## src/msl_pkg.sv

```systemverilog
// ----------------------------------------------------------------------------
// msl_pkg
// Shared types, constants and register map of the motor slew limiter and
// pulse mapper.
// ----------------------------------------------------------------------------
package msl_pkg;

  // Speed format: signed fixed point, 1 << SPEED_FRAC_BITS equals 100 percent
  localparam int SPEED_FRAC_BITS = 14;
  localparam int SPEED_W         = 16;
  localparam int STEP_W          = 15;
  localparam int US_W            = 12;

  // Ramp arithmetic: speed plus or minus a step, with headroom
  localparam int RAMP_W = SPEED_W + 2;

  // Pulse mapping: span (us difference) times speed, then floor shift
  localparam int SPAN_W = US_W + 1;
  localparam int PROD_W = SPAN_W + SPEED_W;
  localparam int OFS_W  = PROD_W - SPEED_FRAC_BITS;
  localparam int SUM_W  = ((OFS_W > SPAN_W) ? OFS_W : SPAN_W) + 2;
  localparam logic [US_W-1:0] PULSE_MAX = {US_W{1'b1}};

  // Register map
  localparam int NUM_REGS  = 8;
  localparam int REG_IDX_W = $clog2(NUM_REGS);
  localparam int ADDR_W    = REG_IDX_W + 2;
  localparam int DATA_W    = 32;

  localparam logic [REG_IDX_W-1:0] REG_MAX_SPEED   = 3'd0;
  localparam logic [REG_IDX_W-1:0] REG_RAMP_UP     = 3'd1;
  localparam logic [REG_IDX_W-1:0] REG_RAMP_DOWN   = 3'd2;
  localparam logic [REG_IDX_W-1:0] REG_RAMP_EN     = 3'd3;
  localparam logic [REG_IDX_W-1:0] REG_NEUTRAL_US  = 3'd4;
  localparam logic [REG_IDX_W-1:0] REG_MIN_US      = 3'd5;
  localparam logic [REG_IDX_W-1:0] REG_MAX_US      = 3'd6;
  localparam logic [REG_IDX_W-1:0] REG_REVERSE_DIR = 3'd7;

  // Reset values
  localparam logic [STEP_W-1:0] RST_MAX_SPEED = 15'd16384;
  localparam logic [STEP_W-1:0] RST_RAMP_UP   = 15'd1638;
  localparam logic [STEP_W-1:0] RST_RAMP_DOWN = 15'd1638;
  localparam logic [US_W-1:0]   RST_NEUTRAL   = 12'd1500;
  localparam logic [US_W-1:0]   RST_MIN_US    = 12'd1000;
  localparam logic [US_W-1:0]   RST_MAX_US    = 12'd2000;

  // Command codes
  localparam logic CMD_SET  = 1'b0;
  localparam logic CMD_STOP = 1'b1;

  // Stream packing
  localparam int IN_TDATA_W  = 16;
  localparam int OUT_TDATA_W = 32;

  // Command queue depth (power of two)
  localparam int FIFO_DEPTH = 2;
  localparam int PTR_W      = $clog2(FIFO_DEPTH);
  localparam int CNT_W      = PTR_W + 1;

  typedef struct packed {
    logic [STEP_W-1:0] max_speed;
    logic [STEP_W-1:0] ramp_up;
    logic [STEP_W-1:0] ramp_down;
    logic              ramp_en;
    logic [US_W-1:0]   neutral_us;
    logic [US_W-1:0]   min_us;
    logic [US_W-1:0]   max_us;
    logic              reverse_dir;
  } msl_cfg_t;

  // Classified command as it sits in the queue
  typedef struct packed {
    logic               stop;
    logic [SPEED_W-1:0] want;
  } msl_item_t;

  typedef struct packed {
    logic empty;
    logic full;
  } msl_q_stat_t;

endpackage

```

## src/msl_regs.sv

```systemverilog
// ----------------------------------------------------------------------------
// msl_regs
// APB-style configuration registers with readback.
// ----------------------------------------------------------------------------
module msl_regs (
  input  logic                          clk,
  input  logic                          rst_n,
  input  logic                          psel,
  input  logic                          penable,
  input  logic                          pwrite,
  input  logic [msl_pkg::ADDR_W-1:0]    paddr,
  input  logic [msl_pkg::DATA_W-1:0]    pwdata,
  output logic [msl_pkg::DATA_W-1:0]    prdata,
  output msl_pkg::msl_cfg_t             cfg
);

  msl_pkg::msl_cfg_t cfg_r;
  logic [msl_pkg::REG_IDX_W-1:0] idx;
  logic wr_en;

  assign idx   = paddr[msl_pkg::ADDR_W-1:2];
  assign wr_en = psel && penable && pwrite;

  always_ff @(posedge clk) begin
    if (!rst_n) begin
      cfg_r.max_speed   <= msl_pkg::RST_MAX_SPEED;
      cfg_r.ramp_up     <= msl_pkg::RST_RAMP_UP;
      cfg_r.ramp_down   <= msl_pkg::RST_RAMP_DOWN;
      cfg_r.ramp_en     <= 1'b1;
      cfg_r.neutral_us  <= msl_pkg::RST_NEUTRAL;
      cfg_r.min_us      <= msl_pkg::RST_MIN_US;
      cfg_r.max_us      <= msl_pkg::RST_MAX_US;
      cfg_r.reverse_dir <= 1'b0;
    end else if (wr_en) begin
      unique case (idx)
        msl_pkg::REG_MAX_SPEED:   cfg_r.max_speed   <= pwdata[msl_pkg::STEP_W-1:0];
        msl_pkg::REG_RAMP_UP:     cfg_r.ramp_up     <= pwdata[msl_pkg::STEP_W-1:0];
        msl_pkg::REG_RAMP_DOWN:   cfg_r.ramp_down   <= pwdata[msl_pkg::STEP_W-1:0];
        msl_pkg::REG_RAMP_EN:     cfg_r.ramp_en     <= pwdata[0];
        msl_pkg::REG_NEUTRAL_US:  cfg_r.neutral_us  <= pwdata[msl_pkg::US_W-1:0];
        msl_pkg::REG_MIN_US:      cfg_r.min_us      <= pwdata[msl_pkg::US_W-1:0];
        msl_pkg::REG_MAX_US:      cfg_r.max_us      <= pwdata[msl_pkg::US_W-1:0];
        msl_pkg::REG_REVERSE_DIR: cfg_r.reverse_dir <= pwdata[0];
        default: ;
      endcase
    end
  end

  always_comb begin
    prdata = '0;
    unique case (idx)
      msl_pkg::REG_MAX_SPEED:
        prdata = msl_pkg::DATA_W'(cfg_r.max_speed);
      msl_pkg::REG_RAMP_UP:
        prdata = msl_pkg::DATA_W'(cfg_r.ramp_up);
      msl_pkg::REG_RAMP_DOWN:
        prdata = msl_pkg::DATA_W'(cfg_r.ramp_down);
      msl_pkg::REG_RAMP_EN:
        prdata = msl_pkg::DATA_W'(cfg_r.ramp_en);
      msl_pkg::REG_NEUTRAL_US:
        prdata = msl_pkg::DATA_W'(cfg_r.neutral_us);
      msl_pkg::REG_MIN_US:
        prdata = msl_pkg::DATA_W'(cfg_r.min_us);
      msl_pkg::REG_MAX_US:
        prdata = msl_pkg::DATA_W'(cfg_r.max_us);
      msl_pkg::REG_REVERSE_DIR:
        prdata = msl_pkg::DATA_W'(cfg_r.reverse_dir);
      default: prdata = '0;
    endcase
  end

  assign cfg = cfg_r;

endmodule

```

## src/msl_front.sv

```systemverilog
// ----------------------------------------------------------------------------
// msl_front
// Input side: takes commands, classifies set/stop and clamps the target.
// ----------------------------------------------------------------------------
module msl_front (
  input  logic                              in_tvalid,
  output logic                              in_tready,
  input  logic                              in_tuser,
  input  logic [msl_pkg::IN_TDATA_W-1:0]    in_tdata,
  input  logic [msl_pkg::STEP_W-1:0]        max_speed,
  input  msl_pkg::msl_q_stat_t              q_stat,
  output logic                              push,
  output msl_pkg::msl_item_t                item
);

  logic signed [msl_pkg::SPEED_W:0] want;
  logic signed [msl_pkg::SPEED_W:0] lim;
  logic signed [msl_pkg::SPEED_W:0] clamped;

  assign in_tready = !q_stat.full;
  assign push      = in_tvalid && in_tready;

  assign want = (msl_pkg::SPEED_W+1)'($signed(in_tdata[msl_pkg::SPEED_W-1:0]));
  assign lim  = $signed({2'b00, max_speed});

  always_comb begin
    priority if (want < -lim) begin
      clamped = -lim;
    end else if (want > lim) begin
      clamped = lim;
    end else begin
      clamped = want;
    end
  end

  // stop commands carry no speed
  assign item.stop = (in_tuser == msl_pkg::CMD_STOP);
  assign item.want = item.stop ? '0 : clamped[msl_pkg::SPEED_W-1:0];

endmodule

```

## src/msl_fifo.sv

```systemverilog
// ----------------------------------------------------------------------------
// msl_fifo
// Short command queue between front and back.
// ----------------------------------------------------------------------------
module msl_fifo (
  input  logic                 clk,
  input  logic                 rst_n,
  input  logic                 push,
  input  msl_pkg::msl_item_t   wr_item,
  input  logic                 pop,
  output msl_pkg::msl_item_t   rd_item,
  output msl_pkg::msl_q_stat_t stat
);

  msl_pkg::msl_item_t mem_r [msl_pkg::FIFO_DEPTH];
  logic [msl_pkg::PTR_W-1:0] wr_ptr_r, wr_ptr_nxt;
  logic [msl_pkg::PTR_W-1:0] rd_ptr_r, rd_ptr_nxt;
  logic [msl_pkg::CNT_W-1:0] count_r, count_nxt;

  assign wr_ptr_nxt = push ? wr_ptr_r + msl_pkg::PTR_W'(1) : wr_ptr_r;
  assign rd_ptr_nxt = pop  ? rd_ptr_r + msl_pkg::PTR_W'(1) : rd_ptr_r;
  assign count_nxt  = count_r + msl_pkg::CNT_W'(push) - msl_pkg::CNT_W'(pop);

  always_ff @(posedge clk) begin
    if (!rst_n) begin
      wr_ptr_r <= '0;
      rd_ptr_r <= '0;
      count_r  <= '0;
    end else begin
      wr_ptr_r <= wr_ptr_nxt;
      rd_ptr_r <= rd_ptr_nxt;
      count_r  <= count_nxt;
    end
  end

  always_ff @(posedge clk) begin
    if (push) begin
      mem_r[wr_ptr_r] <= wr_item;
    end
  end

  assign rd_item    = mem_r[rd_ptr_r];
  assign stat.empty = (count_r == '0);
  assign stat.full  = (count_r == msl_pkg::CNT_W'(msl_pkg::FIFO_DEPTH));

endmodule

```

## src/msl_back.sv

```systemverilog
// ----------------------------------------------------------------------------
// msl_back
// Execution side: slew limiting of the kept speed, pulse mapping, output reg.
// ----------------------------------------------------------------------------
module msl_back (
  input  logic                              clk,
  input  logic                              rst_n,
  input  msl_pkg::msl_cfg_t                 cfg,
  input  msl_pkg::msl_q_stat_t              q_stat,
  input  msl_pkg::msl_item_t                q_item,
  output logic                              pop,
  output logic                              out_tvalid,
  input  logic                              out_tready,
  output logic [msl_pkg::OUT_TDATA_W-1:0]   out_tdata
);

  localparam int SW = msl_pkg::RAMP_W;

  logic advance;

  // stage 1: ramp, the kept speed is the stage register
  logic signed [msl_pkg::SPEED_W-1:0] applied_speed_r, applied_speed_nxt;
  logic s1_valid_r;
  logic signed [SW-1:0] cur, want, up, down, ramp;

  // stage 2: product
  logic signed [msl_pkg::PROD_W-1:0]  prod_r, prod_nxt;
  logic signed [msl_pkg::SPEED_W-1:0] s2_speed_r;
  logic signed [msl_pkg::SPAN_W-1:0]  span, span_d;
  logic s2_valid_r;

  // output stage
  logic signed [msl_pkg::OFS_W-1:0] ofs;
  logic signed [msl_pkg::SUM_W-1:0] sum;
  logic [msl_pkg::US_W-1:0]         pulse_nxt, pulse_r;
  logic [msl_pkg::SPEED_W-1:0]      out_speed_r;
  logic out_valid_r;

  assign advance = !out_valid_r || out_tready;
  assign pop     = !q_stat.empty && advance;

  assign cur  = SW'(applied_speed_r);
  assign want = SW'($signed(q_item.want));
  assign up   = $signed({3'b000, cfg.ramp_up});
  assign down = $signed({3'b000, cfg.ramp_down});

  always_comb begin
    priority if (!cfg.ramp_en) begin
      ramp = want;
    end else if (cur > 0) begin
      priority if (want > cur + up)        ramp = cur + up;
      else if (want < cur - down)          ramp = cur - down;
      else                                 ramp = want;
    end else if (cur < 0) begin
      priority if (want < cur - up)        ramp = cur - up;
      else if (want > cur + down)          ramp = cur + down;
      else                                 ramp = want;
    end else begin
      // standstill: up step in both directions
      priority if (up < want)              ramp = up;
      else if (up < -want)                 ramp = -up;
      else                                 ramp = want;
    end
  end

  assign applied_speed_nxt = q_item.stop ? '0 : ramp[msl_pkg::SPEED_W-1:0];

  always_ff @(posedge clk) begin
    if (!rst_n) begin
      applied_speed_r <= '0;
    end else if (pop) begin
      applied_speed_r <= applied_speed_nxt;
    end
  end

  // span toward min or max, sign of mounting direction folded in
  always_comb begin
    if (applied_speed_r < 0) begin
      span = $signed({1'b0, cfg.min_us}) - $signed({1'b0, cfg.neutral_us});
    end else begin
      span = $signed({1'b0, cfg.max_us}) - $signed({1'b0, cfg.neutral_us});
    end
    span_d = cfg.reverse_dir ? -span : span;
  end

  assign prod_nxt = msl_pkg::PROD_W'(span_d) * msl_pkg::PROD_W'(applied_speed_r);

  always_ff @(posedge clk) begin
    if (advance) begin
      prod_r     <= prod_nxt;
      s2_speed_r <= applied_speed_r;
    end
  end

  // arithmetic shift is the floor division
  assign ofs = msl_pkg::OFS_W'(prod_r >>> msl_pkg::SPEED_FRAC_BITS);

  always_comb begin
    if (s2_speed_r < 0) begin
      sum = $signed({{(msl_pkg::SUM_W-msl_pkg::US_W){1'b0}}, cfg.neutral_us})
            - msl_pkg::SUM_W'(ofs);
    end else begin
      sum = $signed({{(msl_pkg::SUM_W-msl_pkg::US_W){1'b0}}, cfg.neutral_us})
            + msl_pkg::SUM_W'(ofs);
    end
    priority if (sum < 0) begin
      pulse_nxt = '0;
    end else if (sum > $signed({{(msl_pkg::SUM_W-msl_pkg::US_W){1'b0}},
                                msl_pkg::PULSE_MAX})) begin
      pulse_nxt = msl_pkg::PULSE_MAX;
    end else begin
      pulse_nxt = sum[msl_pkg::US_W-1:0];
    end
  end

  always_ff @(posedge clk) begin
    if (advance) begin
      pulse_r     <= pulse_nxt;
      out_speed_r <= s2_speed_r;
    end
  end

  always_ff @(posedge clk) begin
    if (!rst_n) begin
      s1_valid_r  <= 1'b0;
      s2_valid_r  <= 1'b0;
      out_valid_r <= 1'b0;
    end else if (advance) begin
      s1_valid_r  <= pop;
      s2_valid_r  <= s1_valid_r;
      out_valid_r <= s2_valid_r;
    end
  end

  assign out_tvalid = out_valid_r;
  assign out_tdata  = {{(msl_pkg::OUT_TDATA_W-msl_pkg::US_W-msl_pkg::SPEED_W){1'b0}},
                       out_speed_r, pulse_r};

endmodule

```

## src/motor_slew_limiter_pulse_mapper_top.sv

```systemverilog
// ----------------------------------------------------------------------------
// motor_slew_limiter_pulse_mapper_top
// Slew-rate limiter for a speed command with servo pulse-width mapping.
// ----------------------------------------------------------------------------
//
//  Channel  Dir  Handshake                  Payload
//  in_      in   in_tvalid/in_tready        tuser: cmd; tdata: target_speed
//  out_     out  out_tvalid/out_tready      tdata: pulse_us, current_speed
//  cfg_     in   psel/penable/pwrite/pready 8 registers at 4*i, 32-bit data
//
//  One command per cycle sustained while out_tready is not held low; out_tvalid
//  rises once a command has passed the queue write on its accepting edge,
//  then the ramp stage, the multiply stage and the output register.
//  The ramp stage updates the kept speed register on each pop, so back-to-back
//  commands see the previous result with no gap.
//  rst_n is synchronous; it empties the queue and pipeline, zeroes the kept
//  speed and loads the register defaults.
//  An output stall freezes the back pipeline; the two-entry queue keeps
//  taking commands until it fills, then in_tready drops.
// ----------------------------------------------------------------------------
module motor_slew_limiter_pulse_mapper_top (
  input  logic                            clk,
  input  logic                            rst_n,
  // command stream
  input  logic                            in_tvalid,
  output logic                            in_tready,
  input  logic                            in_tuser,   // [0] cmd
  input  logic [msl_pkg::IN_TDATA_W-1:0]  in_tdata,   // [15:0] target_speed
  // result stream
  output logic                            out_tvalid,
  input  logic                            out_tready,
  output logic [msl_pkg::OUT_TDATA_W-1:0] out_tdata,  // [11:0] pulse_us,
                                                      // [27:12] current_speed
  // configuration
  input  logic                            cfg_psel,
  input  logic                            cfg_penable,
  input  logic                            cfg_pwrite,
  input  logic [msl_pkg::ADDR_W-1:0]      cfg_paddr,
  input  logic [msl_pkg::DATA_W-1:0]      cfg_pwdata,
  output logic [msl_pkg::DATA_W-1:0]      cfg_prdata,
  output logic                            cfg_pready
);

  msl_pkg::msl_cfg_t    cfg;
  msl_pkg::msl_q_stat_t q_stat;
  msl_pkg::msl_item_t   wr_item;
  msl_pkg::msl_item_t   rd_item;
  logic                 push;
  logic                 pop;

  // register file never waits
  assign cfg_pready = 1'b1;

  msl_regs u_regs (
    .clk     (clk),
    .rst_n   (rst_n),
    .psel    (cfg_psel),
    .penable (cfg_penable),
    .pwrite  (cfg_pwrite),
    .paddr   (cfg_paddr),
    .pwdata  (cfg_pwdata),
    .prdata  (cfg_prdata),
    .cfg     (cfg)
  );

  // front: clamp target against max_speed, tag stop commands
  msl_front u_front (
    .in_tvalid (in_tvalid),
    .in_tready (in_tready),
    .in_tuser  (in_tuser),
    .in_tdata  (in_tdata),
    .max_speed (cfg.max_speed),
    .q_stat    (q_stat),
    .push      (push),
    .item      (wr_item)
  );

  msl_fifo u_fifo (
    .clk     (clk),
    .rst_n   (rst_n),
    .push    (push),
    .wr_item (wr_item),
    .pop     (pop),
    .rd_item (rd_item),
    .stat    (q_stat)
  );

  // back: ramp the kept speed, then map to a pulse width
  msl_back u_back (
    .clk        (clk),
    .rst_n      (rst_n),
    .cfg        (cfg),
    .q_stat     (q_stat),
    .q_item     (rd_item),
    .pop        (pop),
    .out_tvalid (out_tvalid),
    .out_tready (out_tready),
    .out_tdata  (out_tdata)
  );

endmodule
```

## config.mk

```make
export PLATFORM = sky130hd
export DESIGN_NAME = motor_slew_limiter_pulse_mapper_top
export DESIGN_NICKNAME = d
export VERILOG_FILES = /design/src/msl_pkg.sv /design/src/msl_regs.sv /design/src/msl_front.sv /design/src/msl_fifo.sv /design/src/msl_back.sv /design/src/motor_slew_limiter_pulse_mapper_top.sv
export SDC_FILE = /design/constraint.sdc
export NUM_CORES = 1
export LEC_CHECK = 0
export ABC_AREA = 1
export BUFFER_PORTS_ARGS = -buffer_cell sky130_fd_sc_hd__buf_2
export CAP_MARGIN = 20
export CORE_AREA = 2 2 241 243
export CTS_CLUSTER_SIZE = 28
export DETAILED_ROUTE_END_ITERATION = 10
export DIE_AREA = 0 0 243 245
export PLACE_DENSITY = 0.68
export SLEW_MARGIN = 5
export SYNTH_ARGS = -nofsm -noshare
export SYNTH_HDL_FRONTEND = slang
export SYNTH_SLANG_ARGS = --single-unit
```

## constraint.sdc

```tcl
create_clock -name clk -period 7.7 [get_ports clk]
set_input_delay 0.385 -clock clk [delete_from_list [all_inputs] [get_ports clk]]
set_output_delay 0.385 -clock clk [all_outputs]
set_load 0.05 [all_outputs]
```

# Word-level counts from Yosys, hierarchy flattened
# Memory sizes are Yosys's and may differ from the RTL's. A register that Yosys moved wholly into a read port is not among the register bits.
# Cells that the tools add are included.
[totals] register_bits=179 ramBits=34 inputBits=61 output_inout_bits=67 wordCells=98 mem_count=1
[mem_list] memory="u_fifo.mem_r" words=2 word_bits=17 rd=1 rd_ports_with_merged_regs=1 write_ports=1 line_no="msl_fifo.sv:15" rtl="msl_pkg::msl_item_t mem_r [msl_pkg::FIFO_DEPTH];"
[op_classes] add_sub_neg=16 multipliers=1 order_cmp=13 n_eq_ne=8 mux=22 reduce_logical=18
[op_table] operator="$pmux W32 S8" count=1
[op_table] operator="$mux W16" count=13
[op_table] operator="$lt A16 B17 Y1" count=3
[op_table] operator="$add A16 B16 Y17" count=2
[op_table] operator="$gt A16 B17 Y1" count=2
[op_table] operator="$sub A16 B16 Y17" count=2
[op_table] operator="$lt A16 B1 Y1 const B" count=2
[op_table] operator="$mul A13 B16 Y29" count=1
[op_table] operator="$mux W13" count=2
[op_table] operator="$sub A12 B12 Y13" count=2
[op_table] operator="$lt A16 B18 Y1" count=1
[op_table] operator="$neg A16 Y18" count=1
[op_table] operator="$gt A17 B13 Y1 const B" count=1
[op_table] operator="$lt A17 B1 Y1 const B" count=1
[op_table] operator="$mux W17" count=1
[op_table] operator="$neg A15 Y17" count=1
[op_table] operator="$add A13 B15 Y16" count=1
[op_table] operator="$gt A16 B1 Y1 const B" count=1
[op_table] operator="$gt A16 B16 Y1" count=1
[op_table] operator="$lt A16 B16 Y1" count=1
[op_table] operator="$neg A15 Y16" count=1
[op_table] operator="$reduce_and A2 Y1" count=8
[op_table] operator="$sub A13 B15 Y16" count=1
[op_table] operator="$neg A13 Y13" count=1
[op_table] operator="other kinds (14)" count=27

# Longest topological paths before layout
[logic_depth] ltp_word=8 mapped_depth=43 depth_no_buf=41

# Cells and area by module
# Synthesis repeated with hierarchy kept, for this count alone.
[hier_totals] hier_cells=3695 hier_area_um2=26633.0
[modules_own_cells] mod="msl_back" instances=1 cells_per_inst=2745 area_each_um2=19471.2 seq_area_each_um2=2152.1
[modules_own_cells] mod="msl_regs" instances=1 cells_per_inst=560 area_each_um2=3932.5 seq_area_each_um2=1661.6
[modules_own_cells] mod="msl_front" instances=1 cells_per_inst=302 area_each_um2=1711.6 seq_area_each_um2=0.0
[modules_own_cells] mod="msl_fifo" instances=1 cells_per_inst=86 area_each_um2=1506.4 seq_area_each_um2=1121.1
[modules_own_cells] mod="motor_slew_limiter_pulse_mapper_top" instances=1 cells_per_inst=2 area_each_um2=11.3 seq_area_each_um2=0.0

# Worst setup path after synthesis
# Ideal clock, no wire load.
[synth_path] path_kind="flip-flop to flip-flop" start="reg u_back.applied_speed_r[15] in the netlist's numbering" end="reg u_back.prod_r[23] in the netlist's numbering, data pin" setup_time_ns=0.252 t_arrival_ns=8.213 required_ns=7.448 path_slack_ns=-0.765 path_stages_with_launch=40 n_path_buf=3 period_less_slack_ns=8.465 path_cell_list="dfxtp_1 -> clkbuf_1 -> clkbuf_1 -> clkbuf_1 -> nand2_1 -> o21ai_0 -> ha_1 -> inv_1 -> fa_1 -> xor2_1 -> nor3_1 -> inv_1 -> nor3_1 -> nand2_1 -> nor2_1 -> nand3_1 -> nand3b_1 -> a21o_1 -> [4 not listed] -> inv_1 -> fa_1 -> fa_1 -> fa_1 -> inv_1 -> fa_1 -> inv_1 -> ha_1 -> nand2_1 -> nor2_1 -> nand2_1 -> o21ai_0 -> a21o_1 -> a21oi_1 -> o21ai_0 -> nand2_1 -> nand3_1 -> nand2_1"
[synth_between] elab_chain_cells=5
[synth_rtl] item="start: declaration" line_no="msl_back.sv:22" rtl="logic signed [msl_pkg::SPEED_W-1:0] applied_speed_r, applied_speed_nxt;"
[synth_rtl] item="start signal: assignment" line_no="msl_back.sv:72" rtl="applied_speed_r <= applied_speed_nxt;"
[synth_rtl] item="$lt A16 B1 Y1" line_no="msl_back.sv:78" rtl="if (applied_speed_r < 0) begin"
[synth_rtl] item="$mux W13" line_no="msl_back.sv:78"
[synth_rtl] item="$neg A13 Y13" line_no="msl_back.sv:83" rtl="span_d = cfg.reverse_dir ? -span : span;"
[synth_rtl] item="$mux W13" line_no="msl_back.sv:83"
[synth_rtl] item="$mul A13 B16 Y29 *" line_no="msl_back.sv:86" rtl="assign prod_nxt = msl_pkg::PROD_W'(span_d) * msl_pkg::PROD_W'(applied_speed_r);"
[synth_rtl] item="net u_back.prod_nxt (one bit)" line_no="msl_back.sv:27" rtl="logic signed [msl_pkg::PROD_W-1:0] prod_r, prod_nxt;"
[synth_rtl] item="end signal: assignment" line_no="msl_back.sv:90" rtl="prod_r <= prod_nxt;"
[synth_rtl] item="end: declaration" line_no="msl_back.sv:27"
# Mark *: on every way through the listed nets, which the timed path passes. The rest lies on a longest branch.
# A chain may end at the register's enable or synchronous reset.

# Worst setup path after layout
[layout_path] start="reg u_back.applied_speed_r[15] in the netlist's numbering" end="reg u_back.prod_r[19] in the netlist's numbering, data pin"
# Same word-level chain as after synthesis.

==> out/qor.yml <==
wirelength_um: 86400
vias: 23786
worst_path_most_repeated_cell: "fa_1"
synth_ff_type: "dfxtp_1"
ant_nets: 0
fmax_mhz: 131
ctsHoldBuffers: 0
cts-buffers-inserted: 17
hp-start: "in_tuser"
timing.max_cap.violations: 0
gp_congestion: 1.01
r2r_end: "u_back.prod_r[19]"
min-delay-path-class: "in2reg"
initial_core_util_pct: 44.6
crit_path_end: "u_back.prod_r[19]"
synth_seq_cells: 200
yosysMostFrequentCell: "nand2_1"
crit_required_ns: 7.97
slew-limit-headroom_pct: 29.3
ys_warn_count: 0
rrSetupSlack_ns: 0.09
cp-start-kind: "flop"
critPathKind: "reg2reg"
rr_worst_depth: 36
syn_area_per_cell_um2: 7.44
wl_per_cell_um: 20.0
nNetsFinal: 4085
grt_pass1_vias: 22653
critPathMaxStageDelay_ns: 0.52
syn_inst: 3418
area_growth_pct: 11.8
synth-edff-count: 93
grt_overflow: 0
clk_latency_ns: 0.52
num_antenna_cells: 0
crit_path_end_kind: "flop"
clock_sinks: 200
place_inst: 4276
die_height_um: 245
fin_crit_sh_pct: 98.9
async_reset_ff_share_pct: 0
synthTopCellsByArea: "fa_1 (16%), ha_1 (14%), edfxtp_1 (11%), nand2_1 (11%), dfxtp_1 (8.4%)"
worstMarginPinSlew_ns: 1.06
startpoint: "u_back.applied_speed_r[15]"
core_area_mm2: 0.0570
drt_iter0_drc: 2174
rsz0062_at_grt: "yes"
drive_gt1_share_pct: 11.8
grt_pass1_wl_um: 132000
synth_top_area_share_pct: 15.7
grt_util_all_layers_pct: 29.3
stdcell_area_mm2: 0.0285
drtPass1Iterations: 8
cts_tree: "done"
drc: 0
hold_violations: 0
hpwl_um: 69600
syn_area_mm2: 0.0254
die-width_um: 243
period_minus_slack_ns: 7.61
crit_arrival_ns: 7.88
synth_seq_area_share_pct: 19.4
instances_no_fill: 4318
slowest_stage: "fa_1"
htreeDepth: 4
synth.distinct_cells: 58
antenna_found_initial: 2
grt_start_max_net_pins: 73
outcome: "finished clean"
rows: 88
skew_ns: 0.0158
netlist_top_cells_count: "nand2_1 (724), inv_1 (532), a21oi_1 (289), ha_1 (284), nor2_1 (243)"
critPathMaxFanout: 7
postPlaceCellArea_mm2: 0.0273
cts_root_buf: "clkbuf_16"
cts_max_path_buffers: 2
via_per_inst: 5.51
setup-violations-final: 0
yosysTopAreaCell: "fa_1"
pin_count: 128
timing.rr.start: "u_back.applied_speed_r[15]"
drv_slew: 0
die_area_mm2: 0.0595
path_clk_slew_ns: 0.08
io_buffers: 86
==> placed cells by master, fill, tap and decap left out, types with 20 or more instances in the layout <==
master | Yosys | layout
a21oi_1 | 289 | 278
edfxtp_1 | 93 | 93
conb_1 | 2 | 22
nand2_1 | 724 | 713
fa_1 | 200 | 188
o211ai_1 | 22 | 22
ha_1 | 284 | 269
nor3_1 | 47 | 41
nor2_1 | 243 | 232
dfxtp_1 | 107 | 105
buf_2 | 10 | 87
o21ai_0 | 152 | 140
nand4_1 | 47 | 47
xor2_1 | 121 | 116
nand2_2 | 10 | 21
buf_4 | 23 | 129
nand3_1 | 196 | 195
inv_1 | 532 | 518
xnor2_1 | 21 | 20
==> how the worst min path moves through the flow <==
stage / to / slack, ns / cells after the start
after floorplan: u_back.out_speed_r[0] / 0.40 / 0
after global placement: u_back.out_speed_r[1] / 0.40 / 0
after detailed placement: u_back.out_speed_r[8] / 0.41 / 0
after CTS: u_fifo.mem_r[1][16] / 0.08 / 1
after global routing: u_fifo.mem_r[0][16] / 0.10 / 1
final: u_fifo.mem_r[1][16] / 0.12 / 1
==> cell type report <==
| type | instances | area, um^2 |
|---|---|---|
| Timing Repair Buffer | 223 | 1500 |
| Inverter | 548 | 2070 |
| Sequential cell | 200 | 4940 |
| Clock inverter | 15 | 201 |
| Fill cell | 5639 | 28600 |
| Clock buffer | 17 | 425 |
| Multi-Input combinational cell | 2550 | 18400 |
| Tap cell | 765 | 957 |
==> sequential cells by signal (all words and copies together), names as in the netlist, named ones only <==
| name | count |
|---|---|
| u_back.pulse_r | 12 |
| u_back.s1_valid_r | 1 |
| u_fifo.wr_ptr_r | 1 |
| u_back.out_speed_r | 16 |
| u_back.prod_r | 15 |
| u_back.s2_valid_r | 1 |
| u_back.applied_speed_r | 16 |
| u_fifo.mem_r | 34 |
| u_fifo.rd_ptr_r | 1 |
| u_back.s2_speed_r | 16 |
| u_back.out_tvalid | 1 |
| u_regs.cfg | 83 |
| u_fifo.count_r | 2 |
==> what timing repair did <==
item | 4_1_cts | 5_1_grt
setup buffers | 1 | 7
resized for setup | 10 | 99
endpoints found under the setup margin | 12 | 15
pin swaps | 4 | 70
==> critical path, delay by kind of cell (launching register included) <==
family	cells	cell delay, ns
buf+inv	7	0.76
xor+xnor	2	0.32
flops	1	0.41
fa+ha+maj	9	3.60
compound gates	8	1.00
simple gates	10	1.25
==> kinds of logic after synthesis <==
group	after synthesis	synth area share, %
buffers and inverters	688	10.8
other	2	0.0295
AND/OR/NAND/NOR	1323	22.1
adder cells (fa/ha/maj)	484	29.7
XOR/XNOR	142	4.89
flip-flops	200	19.4
AO/OA/AOI/OAI	579	13.1
==> metal layers <==
| layer | vias up | global-route usage [%] | routed length [um] |
|---|---|---|---|
| met5 | - | 0 | 29 |
| met4 | 4 | 15.1 | 4550 |
| met3 | 229 | 4.40 | 6600 |
| met2 | 984 | 47.8 | 39900 |
| met1 | 11272 | 37.8 | 35400 |
| li1 | 11297 | - | - |
==> stage by stage <==
| stage | hold slack, ns | setup TNS, ns | setup slack [ns] | util, % |
|---|---|---|---|---|
| finish | 0.125 | 0 | 0.0879 | 49.9 |
| detailed placement | 0.406 | -2.14 | -0.250 | 47.8 |
| global placement | 0.402 | -1.75 | -0.216 | 47.8 |
| CTS | 0.0834 | 0 | 0.0165 | 49.0 |
| global route | 0.100 | -2.69 | -0.295 | 49.9 |
| floorplan | 0.400 | 0 | 0.00532 | - |
Power is not shown: default switching activity piles up to over one toggle a cycle in this logic, so the estimate is an artifact.
